--- config.mk ---
export PLATFORM = sky130hd
export DESIGN_NAME = dual_door_motor_ramp_controller_core
export DESIGN_NICKNAME = d
export VERILOG_FILES = /design/src/hw/rtl/ddmrc_pkg.sv /design/src/hw/rtl/ddmrc_door.sv /design/src/hw/rtl/dual_door_motor_ramp_controller_core.sv
export SDC_FILE = /design/constraint.sdc
export NUM_CORES = 1
export LEC_CHECK = 0
export BUFFER_PORTS_ARGS = -buffer_cell sky130_fd_sc_hd__buf_2
export CORE_MARGIN = 2
export CORE_UTILIZATION = 65
export CTS_CLUSTER_SIZE = 25
export DETAILED_ROUTE_END_ITERATION = 16
export PLACE_DENSITY = 0.86
export SYNTH_ARGS = -nofsm -noshare
export SYNTH_HDL_FRONTEND = slang
export SYNTH_SLANG_ARGS = --single-unit
--- constraint.sdc ---
create_clock -name clk -period 8.2 [get_ports clk]
set_input_delay 0 -clock clk [delete_from_list [all_inputs] [get_ports clk]]
set_output_delay 0 -clock clk [all_outputs]
set_load 0.005 [all_outputs]
--- src/hw/rtl/ddmrc_pkg.sv ---
`timescale 1ns / 1ps
`default_nettype none

package ddmrc_pkg;

    localparam int SPEED_W         = 12;
    localparam int SPEED_FRAC_BITS = 4;
    localparam int STEP_W          = 8;
    localparam int DIV_W           = 8;
    localparam int OUT_SPEED_W     = 8;
    localparam int CFG_IDX_W       = 2;
    localparam int CFG_DATA_W      = 12;

    localparam logic [SPEED_W-1:0] RST_MAX_FREQ    = 12'd1920;
    localparam logic [SPEED_W-1:0] RST_MIN_FREQ    = 12'd160;
    localparam logic [STEP_W-1:0]  RST_RAMP_STEP   = 8'd38;
    localparam logic [DIV_W-1:0]   RST_RAMP_DIVIDE = 8'd10;
    localparam logic [SPEED_W-1:0] RST_SPEED       = 12'd160;

    typedef enum logic [1:0] {
        DIR_STOP = 2'd0,
        DIR_FWD  = 2'd1,
        DIR_REV  = 2'd2
    } dir_t;

    typedef enum logic [1:0] {
        ST_CLOSING = 2'd0,
        ST_CLOSED  = 2'd1,
        ST_OPENING = 2'd2,
        ST_OPENED  = 2'd3
    } door_st_t;

    localparam logic [1:0] CMD_CLOSE = 2'd0;
    localparam logic [1:0] CMD_OPEN  = 2'd1;

    typedef enum logic [CFG_IDX_W-1:0] {
        CFG_MAX_FREQ    = 2'd0,
        CFG_MIN_FREQ    = 2'd1,
        CFG_RAMP_STEP   = 2'd2,
        CFG_RAMP_DIVIDE = 2'd3
    } cfg_idx_t;

    typedef struct packed {
        logic [SPEED_W-1:0] max_freq;
        logic [SPEED_W-1:0] min_freq;
        logic [STEP_W-1:0]  ramp_step;
    } ramp_cfg_t;

    typedef struct packed {
        door_st_t           state;
        logic [SPEED_W-1:0] ramp_speed;
        logic [SPEED_W-1:0] sent_speed;
        dir_t               sent_dir;
    } door_ctx_t;

endpackage

`default_nettype wire

--- src/hw/rtl/ddmrc_door.sv ---
`timescale 1ns / 1ps
`default_nettype none

module ddmrc_door (
    input  ddmrc_pkg::door_ctx_t ctx,
    input  ddmrc_pkg::ramp_cfg_t cfg,
    input  logic [1:0]           cmd,
    input  logic                 lim_closed,
    input  logic                 lim_opened,
    input  logic                 ramp_tick,
    output ddmrc_pkg::door_ctx_t ctx_next,
    output logic                 update
);
    import ddmrc_pkg::*;

    door_st_t           st;
    dir_t               dir;
    logic [SPEED_W:0]   sum;
    logic [SPEED_W-1:0] speed;

    // end switches latch first, opened wins
    always_comb
    begin
        st = ctx.state;
        if (lim_closed)
            st = ST_CLOSED;
        if (lim_opened)
            st = ST_OPENED;
        dir = DIR_STOP;
        if (cmd == CMD_CLOSE && st != ST_CLOSED)
        begin
            st  = ST_CLOSING;
            dir = DIR_FWD;
        end
        else if (cmd == CMD_OPEN && st != ST_OPENED)
        begin
            st  = ST_OPENING;
            dir = DIR_REV;
        end
    end

    always_comb
    begin
        sum   = {1'b0, ctx.ramp_speed} + {{(SPEED_W + 1 - STEP_W){1'b0}}, cfg.ramp_step};
        speed = ctx.ramp_speed;
        if (ramp_tick)
        begin
            if (dir == DIR_STOP)
                speed = cfg.min_freq;
            else if (sum < {1'b0, cfg.max_freq})
                speed = sum[SPEED_W-1:0];
            else
                speed = cfg.max_freq;
            if (ctx.sent_dir != dir)
                speed = cfg.min_freq;
        end
    end

    always_comb
    begin
        update              = (ctx.sent_speed != speed) || (ctx.sent_dir != dir);
        ctx_next.state      = st;
        ctx_next.ramp_speed = speed;
        ctx_next.sent_speed = speed;
        ctx_next.sent_dir   = dir;
    end

endmodule

`default_nettype wire

--- src/hw/rtl/dual_door_motor_ramp_controller_core.sv ---
`timescale 1ns / 1ps
`default_nettype none

// Two-door motor ramp controller. Each request is one control tick with both
// door commands and the four end switches; it returns one result with the
// door states, the last sent motor direction and speed (whole hertz) and an
// update flag per motor. One request is taken every clock cycle while the
// result is not stalled; a request passes through the input register, then
// the result register, with door and ramp state updated as it moves into
// the result register. A stalled result holds the input register, which
// then stalls the input.
// Configuration writes are taken any time, but belong between requests
// while the block is idle.

module dual_door_motor_ramp_controller_core (
    input  logic                                clk,
    input  logic                                rst_n,
    input  logic                                cfg_we,
    input  logic [ddmrc_pkg::CFG_IDX_W-1:0]     cfg_index,
    input  logic [ddmrc_pkg::CFG_DATA_W-1:0]    cfg_data,
    input  logic                                in_valid,
    output logic                                in_stall,
    input  logic [1:0]                          door_cmd_a,
    input  logic [1:0]                          door_cmd_b,
    input  logic                                limit_closed_a,
    input  logic                                limit_opened_a,
    input  logic                                limit_closed_b,
    input  logic                                limit_opened_b,
    output logic                                out_valid,
    input  logic                                out_stall,
    output logic                                update_a,
    output logic [1:0]                          dir_a,
    output logic [ddmrc_pkg::OUT_SPEED_W-1:0]   speed_a,
    output logic                                update_b,
    output logic [1:0]                          dir_b,
    output logic [ddmrc_pkg::OUT_SPEED_W-1:0]   speed_b,
    output logic [1:0]                          state_a,
    output logic [1:0]                          state_b
);
    import ddmrc_pkg::*;

    ramp_cfg_t          cfg_reg;
    logic [DIV_W-1:0]   ramp_divide_reg;

    logic               s1_valid_reg;
    logic [1:0]         cmd_a_reg, cmd_b_reg;
    logic               lc_a_reg, lo_a_reg, lc_b_reg, lo_b_reg;

    door_ctx_t          ctx_a_reg, ctx_b_reg;
    door_ctx_t          ctx_a_next, ctx_b_next;
    logic [DIV_W-1:0]   prescale_reg, prescale_next;
    logic [DIV_W-1:0]   prescale_inc;
    logic               ramp_tick;
    logic               upd_a, upd_b;

    logic               out_valid_reg;
    logic               out_free, s1_advance, in_take;
    logic [SPEED_W-1:0] shift_a, shift_b;

    assign out_free   = !out_valid_reg || !out_stall;
    assign s1_advance = s1_valid_reg && out_free;
    assign in_stall   = s1_valid_reg && !out_free;
    assign in_take    = in_valid && !in_stall;
    assign out_valid  = out_valid_reg;

    always_ff @(posedge clk or negedge rst_n)
    begin
        if (!rst_n)
        begin
            cfg_reg.max_freq  <= RST_MAX_FREQ;
            cfg_reg.min_freq  <= RST_MIN_FREQ;
            cfg_reg.ramp_step <= RST_RAMP_STEP;
            ramp_divide_reg   <= RST_RAMP_DIVIDE;
        end
        else if (cfg_we)
        begin
            case (cfg_idx_t'(cfg_index))
                CFG_MAX_FREQ:    cfg_reg.max_freq  <= cfg_data[SPEED_W-1:0];
                CFG_MIN_FREQ:    cfg_reg.min_freq  <= cfg_data[SPEED_W-1:0];
                CFG_RAMP_STEP:   cfg_reg.ramp_step <= cfg_data[STEP_W-1:0];
                CFG_RAMP_DIVIDE: ramp_divide_reg   <= cfg_data[DIV_W-1:0];
                default: ;
            endcase
        end
    end

    always_ff @(posedge clk or negedge rst_n)
    begin
        if (!rst_n)
            s1_valid_reg <= 1'b0;
        else if (in_take)
            s1_valid_reg <= 1'b1;
        else if (s1_advance)
            s1_valid_reg <= 1'b0;
    end

    always_ff @(posedge clk)
    begin
        if (in_take)
        begin
            cmd_a_reg <= door_cmd_a;
            cmd_b_reg <= door_cmd_b;
            lc_a_reg  <= limit_closed_a;
            lo_a_reg  <= limit_opened_a;
            lc_b_reg  <= limit_closed_b;
            lo_b_reg  <= limit_opened_b;
        end
    end

    // shared ramp prescaler
    always_comb
    begin
        prescale_inc  = prescale_reg + 1'b1;
        ramp_tick     = prescale_inc >= ramp_divide_reg;
        prescale_next = ramp_tick ? '0 : prescale_inc;
    end

    ddmrc_door u_door_a (
        .ctx        (ctx_a_reg),
        .cfg        (cfg_reg),
        .cmd        (cmd_a_reg),
        .lim_closed (lc_a_reg),
        .lim_opened (lo_a_reg),
        .ramp_tick  (ramp_tick),
        .ctx_next   (ctx_a_next),
        .update     (upd_a)
    );

    ddmrc_door u_door_b (
        .ctx        (ctx_b_reg),
        .cfg        (cfg_reg),
        .cmd        (cmd_b_reg),
        .lim_closed (lc_b_reg),
        .lim_opened (lo_b_reg),
        .ramp_tick  (ramp_tick),
        .ctx_next   (ctx_b_next),
        .update     (upd_b)
    );

    always_ff @(posedge clk or negedge rst_n)
    begin
        if (!rst_n)
        begin
            ctx_a_reg     <= '{state: ST_CLOSING, ramp_speed: RST_SPEED,
                               sent_speed: RST_SPEED, sent_dir: DIR_STOP};
            ctx_b_reg     <= '{state: ST_CLOSING, ramp_speed: RST_SPEED,
                               sent_speed: RST_SPEED, sent_dir: DIR_STOP};
            prescale_reg  <= '0;
            out_valid_reg <= 1'b0;
        end
        else
        begin
            if (s1_advance)
            begin
                ctx_a_reg    <= ctx_a_next;
                ctx_b_reg    <= ctx_b_next;
                prescale_reg <= prescale_next;
            end
            if (s1_advance)
                out_valid_reg <= 1'b1;
            else if (!out_stall)
                out_valid_reg <= 1'b0;
        end
    end

    assign shift_a = ctx_a_next.sent_speed >> SPEED_FRAC_BITS;
    assign shift_b = ctx_b_next.sent_speed >> SPEED_FRAC_BITS;

    always_ff @(posedge clk)
    begin
        if (s1_advance)
        begin
            update_a <= upd_a;
            dir_a    <= ctx_a_next.sent_dir;
            speed_a  <= shift_a[OUT_SPEED_W-1:0];
            update_b <= upd_b;
            dir_b    <= ctx_b_next.sent_dir;
            speed_b  <= shift_b[OUT_SPEED_W-1:0];
            state_a  <= ctx_a_next.state;
            state_b  <= ctx_b_next.state;
        end
    end

endmodule

`default_nettype wire

==> impl_metrics.py, run 1 <==
metrics = {
    "outcome": {
        "status": "complete, no violations",
    },
    "die": {
        "coreArea_mm2": 0.01132,
        "fp.dieW_um": 111.3,
        "initial_core_util_pct": 66.06,
        "pin_count": 55,
        "die_area_mm2": 0.01238,
        "fp.dieH_um": 111.3,
        "num_rows": 39,
    },
    "timing": {
        "drv_slew": 0,
        "skew_ns": 0.005432,
        "worst_slack_ns": 3.239,
        "clock.fmax_mhz": 201.6,
        "rsz0062_at_grt": "false",
        "worst_pin_slew_ns": 0.9465,
        "min_period_ns": 4.961,
        "max_slew_margin_pct": 36.73,
        "finalSetupTns_ns": 0,
        "setup_violations": 0,
        "hold_viol": 0,
        "fin_crit_sh_pct": 60.50,
    },
    "clock_tree": {
        "cts_tree": "done",
        "hold_buffers": 24,
        "cts_sinks": 116,
        "htree_levels": 4,
        "clock_latency_ns": 0.43,
        "cts_setup_buffers": 0,
        "cts-resized-gates": 0,
        "root_buffer": "clkbuf_16",
        "cts_buffer_depth": 2,
        "numCtsBuffers": 17,
        "clkTransAtPathRegs_ns": 0.06,
    },
    "synth": {
        "synth-async-reset-ratio_pct": 70.69,
        "synth_fp_nets": 831,
        "ys.flop_type": "dfrtp_1",
        "synth-seq-cells": 116,
        "synth_edf_count": 34,
        "ys_seq_area_share_pct": 41.34,
        "synth_warnings": 0,
        "ys_types": 73,
        "syn_area_per_cell_um2": 9.905,
        "syn_inst": 755,
        "synth_area_mm2": 0.007478,
    },
    "worst_setup_path": {
        "critPathMaxFanout": 21,
        "crit_arrival_ns": 5.13,
        "critical_path.top_delay_family": "compound AO/OA/AOI/OAI gates",
        "slowest_stage": "nand3_1",
        "end_kind": "register",
        "path_buf_inv": 1,
        "path_class": "reg2reg",
        "required_ns": 8.37,
        "critPathLaunchType": "register",
        "cp_slowest_stage_delay_ns": 0.65,
        "crit_chain": "ha_1 > fa_1 > a211oi_2 > o211ai_2 > nand4_1 > xnor2_1 > inv_1 > ha_1 > a21o_1 > a21oi_1 > o21a_1 > nand3_1 > mux2i_1 > a21oi_1 > o2bb2ai_1 > a2111oi_2 > a31oi_1",
    },
    "cells_and_area": {
        "largest_reg_flops": 32,
        "drive_gt1_share_pct": 20.90,
        "final_cell_mix": "nand2_1 (94), dfrtp_1 (67), o21ai_0 (54)",
        "mostFrequentLayoutCell": "nand2_1",
        "final_nets": 905,
        "syn_to_final_growth_pct": 15.79,
        "diodes": 0,
        "fin_cells": 985,
        "final_util_pct": 76.49,
    },
    "hold_path": {
        "hp-class": "in2async",
    },
    "power_and_ir_drop": {
        "powerDensity_mw_per_mm2": 388.4,
        "p_leak_uw": 0.003783,
        "ir_drop_v": 0.0002935,
    },
    "detailed_routing": {
        "drtIter0Drc": 708,
        "drtPass1Iterations": 6,
        "vias": 6329,
        "totalWireLength_um": 20800,
        "ant_nets": 0,
        "vias_per_cell": 6.425,
        "drc": 0,
        "post_drt_wl_per_cell_um": 21.12,
    },
    "placement": {
        "globalplace.congestion": 1.010,
        "dpl.cell_count": 929,
        "dp_slack_ns": 3.343,
        "hpwl_um": 15050,
        "portBuffers": 54,
    },
    "run": {
        "cap_violations": 0,
    },
    "grt": {
        "grt_pass1_wl_um": 33570,
        "grt_max_degree": 60,
        "grt_remaining_overflow": 0,
        "grt_pass1_vias": 6240,
        "track_usage_pct": 35.23,
        "antenna_found_initial": 0,
    },
}
==> final timing paths <==
kind / startpoint / to / slack, ns / cells past startpoint
worst max-delay path: cfg_reg[0] / update_a / 3.24 / 17
min in group clk: cfg_index[1] / cfg_reg[24] / 0.14 / 4
worst min-delay path: rst_n / ctx_b_reg[27] / 0.01 / 2
max in group asynchronous: rst_n / ctx_b_reg[6] / 7.12 / 3
worst max register to register: cfg_reg[0] / update_a / 3.24 / 17
worst min register to register: prescale_reg[7] / prescale_reg[7] / 0.51 / 2
==> per-layer routing <==
| metal | vias up | wire (um) | GRT usage, % |
|---|---|---|---|
| li1 | 2902 | - | - |
| met1 | 3026 | 8464 | 48.11 |
| met2 | 335 | 9668 | 54.88 |
| met3 | 66 | 1941 | 8.967 |
| met4 | 0 | 726 | 12.67 |
| met5 | - | 0 | 0 |
==> synthesized netlist by cell type, types with 15 or more instances <==
| library cell | count | share of area (%) |
|---|---|---|
| ha_1 | 47 | 7.9 |
| inv_1 | 42 | 2.1 |
| dfstp_2 | 15 | 5.3 |
| xor2_1 | 20 | 2.3 |
| edfxtp_1 | 34 | 14 |
| nor2_1 | 35 | 1.8 |
| xnor2_1 | 30 | 3.5 |
| mux2_2 | 49 | 7.4 |
| dfrtp_1 | 67 | 22 |
| a21oi_1 | 37 | 2.5 |
| mux2i_1 | 15 | 2.0 |
| clkbuf_1 | 20 | 1.0 |
| nand2_1 | 94 | 4.7 |
| o21ai_0 | 54 | 3.6 |
==> cell type report <==
class	count	area [um2]
clock buffer	17	425.4
clock inverter	15	146.4
fill	745	2661
inverter	42	157.7
multi-input combinational	568	4101
sequential	116	3092
tap	143	178.9
timing repair buffer	84	558.0
==> logic make-up (layout without fill, tap and decap cells) <==
family | count (synthesis) | count (layout) | synth area share, %
buffers and inverters | 71 | 158 | 3.882
muxes | 65 | 65 | 9.587
adders and majority gates | 49 | 49 | 8.399
xor gates and xnor gates | 50 | 50 | 5.856
AOI/OAI and AO/OA | 205 | 205 | 18.62
and+or+nand+nor | 199 | 199 | 12.31
DFF | 116 | 116 | 41.34
==> where the power goes <==
| group | internal [uW] | leakage [uW] | switching, uW |
|---|---|---|---|
| Clock | 424 | 0.000282 | 300 |
| Sequential | 765 | 0.00131 | 209 |
| Combinational | 703 | 0.00219 | 964 |
| Total | 1890 | 0.00378 | 1470 |
==> per-stage QoR <==
stage	power, uW	hold slack, ns	instance area, um2
after floorplan	2174	-0.2956	7478
after CTS	3320	0.01732	8660
final	3363	0.01154	8660
after global routing	3583	0.04487	8660
after global placement	2532	-0.08746	7848
after detailed placement	2576	-0.08091	7848
Power figures use the tool's default switching activity.
==> run 2: changes to the inputs <==
CORE_UTILIZATION = 55   (was 65)
PLACE_DENSITY = 0.78   (was 0.86)
clock period = 4.4 ns   (was 8.2 ns; I/O delays follow)
==> impl_metrics.py, run 2 (synthesized netlist as in run 1, its figures left out) <==
metrics = {
    "power_and_ir_drop": {
        "p_leak_uw": 0.003907,
        "ir_drop_v": 0.0004502,
        "powerDensity_mw_per_mm2": 739.0,
    },
    "worst_setup_path": {
        "crit_chain": "ha_1 > fa_1 > a211oi_2 > o21ai_1 > a21oi_2 > xnor2_2 > ha_1 > and4_1 > nand2_1 > o211ai_1 > o2111ai_4 > nand2_8 > mux2_2 > a31oi_1 > nor4_2 > a31oi_1",
        "rr_startpoint": "ctx_b_reg[2]",
        "r2r_slack_ns": 0.15,
        "required_ns": 4.56,
        "critPathLaunchType": "register",
        "cp_slowest_stage_delay_ns": 0.44,
        "slowest_stage": "dfrtp_2",
        "end_kind": "register",
        "startpoint": "ctx_b_reg[2]",
        "path_class": "reg2reg",
        "r2r_cells": 16,
        "reg2reg_to": "update_b",
        "crit_arrival_ns": 4.42,
        "critPathMaxFanout": 22,
    },
    "timing": {
        "worst_pin_slew_ns": 1.086,
        "setup_violations": 0,
        "clock.fmax_mhz": 235.1,
        "finalSetupTns_ns": 0,
        "drv_slew": 0,
        "hold_slack_ns": 0.1093,
        "min_period_ns": 4.254,
        "hold_viol": 0,
        "worst_slack_ns": 0.1460,
        "skew_ns": 0.008319,
        "fin_crit_sh_pct": 96.68,
        "max_slew_margin_pct": 27.62,
    },
    "cells_and_area": {
        "drive_gt1_share_pct": 24.36,
        "largest_reg_flops": 32,
        "final_util_pct": 67.56,
        "final_nets": 921,
        "mostFrequentLayoutCell": "nand2_1",
        "final_cell_mix": "nand2_1 (94), dfrtp_1 (66), buf_2 (54)",
        "diodes": 0,
        "design_area_mm2": 0.008947,
        "nFillCells": 1044,
        "syn_to_final_growth_pct": 19.64,
    },
    "detailed_routing": {
        "post_drt_wl_per_cell_um": 21.10,
        "drc": 0,
        "totalWireLength_um": 21820,
        "drtPass1Iterations": 6,
        "drtIter0Drc": 825,
        "vias": 6360,
        "ant_nets": 0,
        "vias_per_cell": 6.151,
    },
    "die": {
        "fp.dieH_um": 120.6,
        "pin_count": 55,
        "coreArea_mm2": 0.01324,
        "fp.dieW_um": 120.6,
        "num_rows": 42,
        "die_area_mm2": 0.01455,
        "initial_core_util_pct": 56.47,
    },
    "hold_path": {
        "hp-class": "in2reg",
        "hold_depth": 5,
        "min_from": "cfg_index[0]",
        "min_to": "cfg_reg[27]",
    },
    "clock_tree": {
        "clock_latency_ns": 0.43,
        "cts_buffer_depth": 2,
        "cts_tree": "done",
        "numCtsBuffers": 17,
        "clkTransAtPathRegs_ns": 0.06,
        "root_buffer": "clkbuf_16",
        "htree_levels": 4,
        "cts_sinks": 116,
    },
    "grt": {
        "grt_max_degree": 83,
        "grt_remaining_overflow": 0,
        "antenna_found_initial": 0,
        "track_usage_pct": 31.41,
        "grt_pass1_wl_um": 34280,
        "grt_pass1_vias": 6347,
    },
    "placement": {
        "globalplace.congestion": 0.9910,
        "dp_slack_ns": 0.08032,
        "dpl_cell_area_mm2": 0.007956,
        "portBuffers": 54,
        "hpwl_um": 15610,
    },
    "run": {
        "cap_violations": 0,
    },
    "outcome": {
        "status": "complete, no violations",
    },
}
run 2: worst max path at each step:
stage / to / slack (ns) / cells past startpoint
global route: update_b / -0.04 / 16
CTS: update_b / 0.03 / 17
global placement: update_b / 0.12 / 17
floorplan: update_a / 0.55 / 17
detailed placement: update_a / 0.08 / 18
finish: update_b / 0.15 / 16
run 2: final cells by class:
type                    count  area, um2  area share [%]
flip-flops and latches    116       3093           34.57
well taps                 176      220.2           2.461
clock inverters             8      55.05          0.6153
inverters                  42      157.7           1.762
repair buffers            100      679.4           7.593
clock buffers              24      555.5           6.209
multi-input cells         568       4187           46.79
run 2: worst max-delay path: cells and delay by family, from the launching register on:
family	cells	cell delay, ns
AOI/OAI and AO/OA	7	1.45
xor gates and xnor gates	1	0.17
adders and majority gates	3	0.95
DFF	1	0.44
muxes	1	0.27
and+or+nand+nor	4	0.71
run 2: repair_timing:
item | in CTS | in global routing
hold buffers | 24 | 0
endpoints found under the setup margin | 0 | 11
resized for setup | 0 | 22
hold endpoints to repair | 117 | 0
setup buffers | 0 | 6
run 2: report_power, final:
part	switching [uW]	total (uW)	internal, uW
Combinational	1930	3400	1470
Clock	524	1410	883
Sequential	377	1800	1430
Total	2830	6610	3780
run 2: layer usage:
layer	wire (um)	vias up	track usage [%]	part of all wire [%]
li1	-	2934	-	-
met1	9098	3094	41.71	42
met2	10410	284	50.42	48
met3	1634	48	6.368	7.5
met4	668	0	12.72	3.1
met5	0	-	0	0
run 2: through the flow:
step	total power [uW]	instances
2_1_floorplan	4051	755
3_3_place_gp	4835	971
3_5_place_dp	4900	971
4_1_cts	6347	1027
5_1_grt	6996	1034
6_report	6612	1034
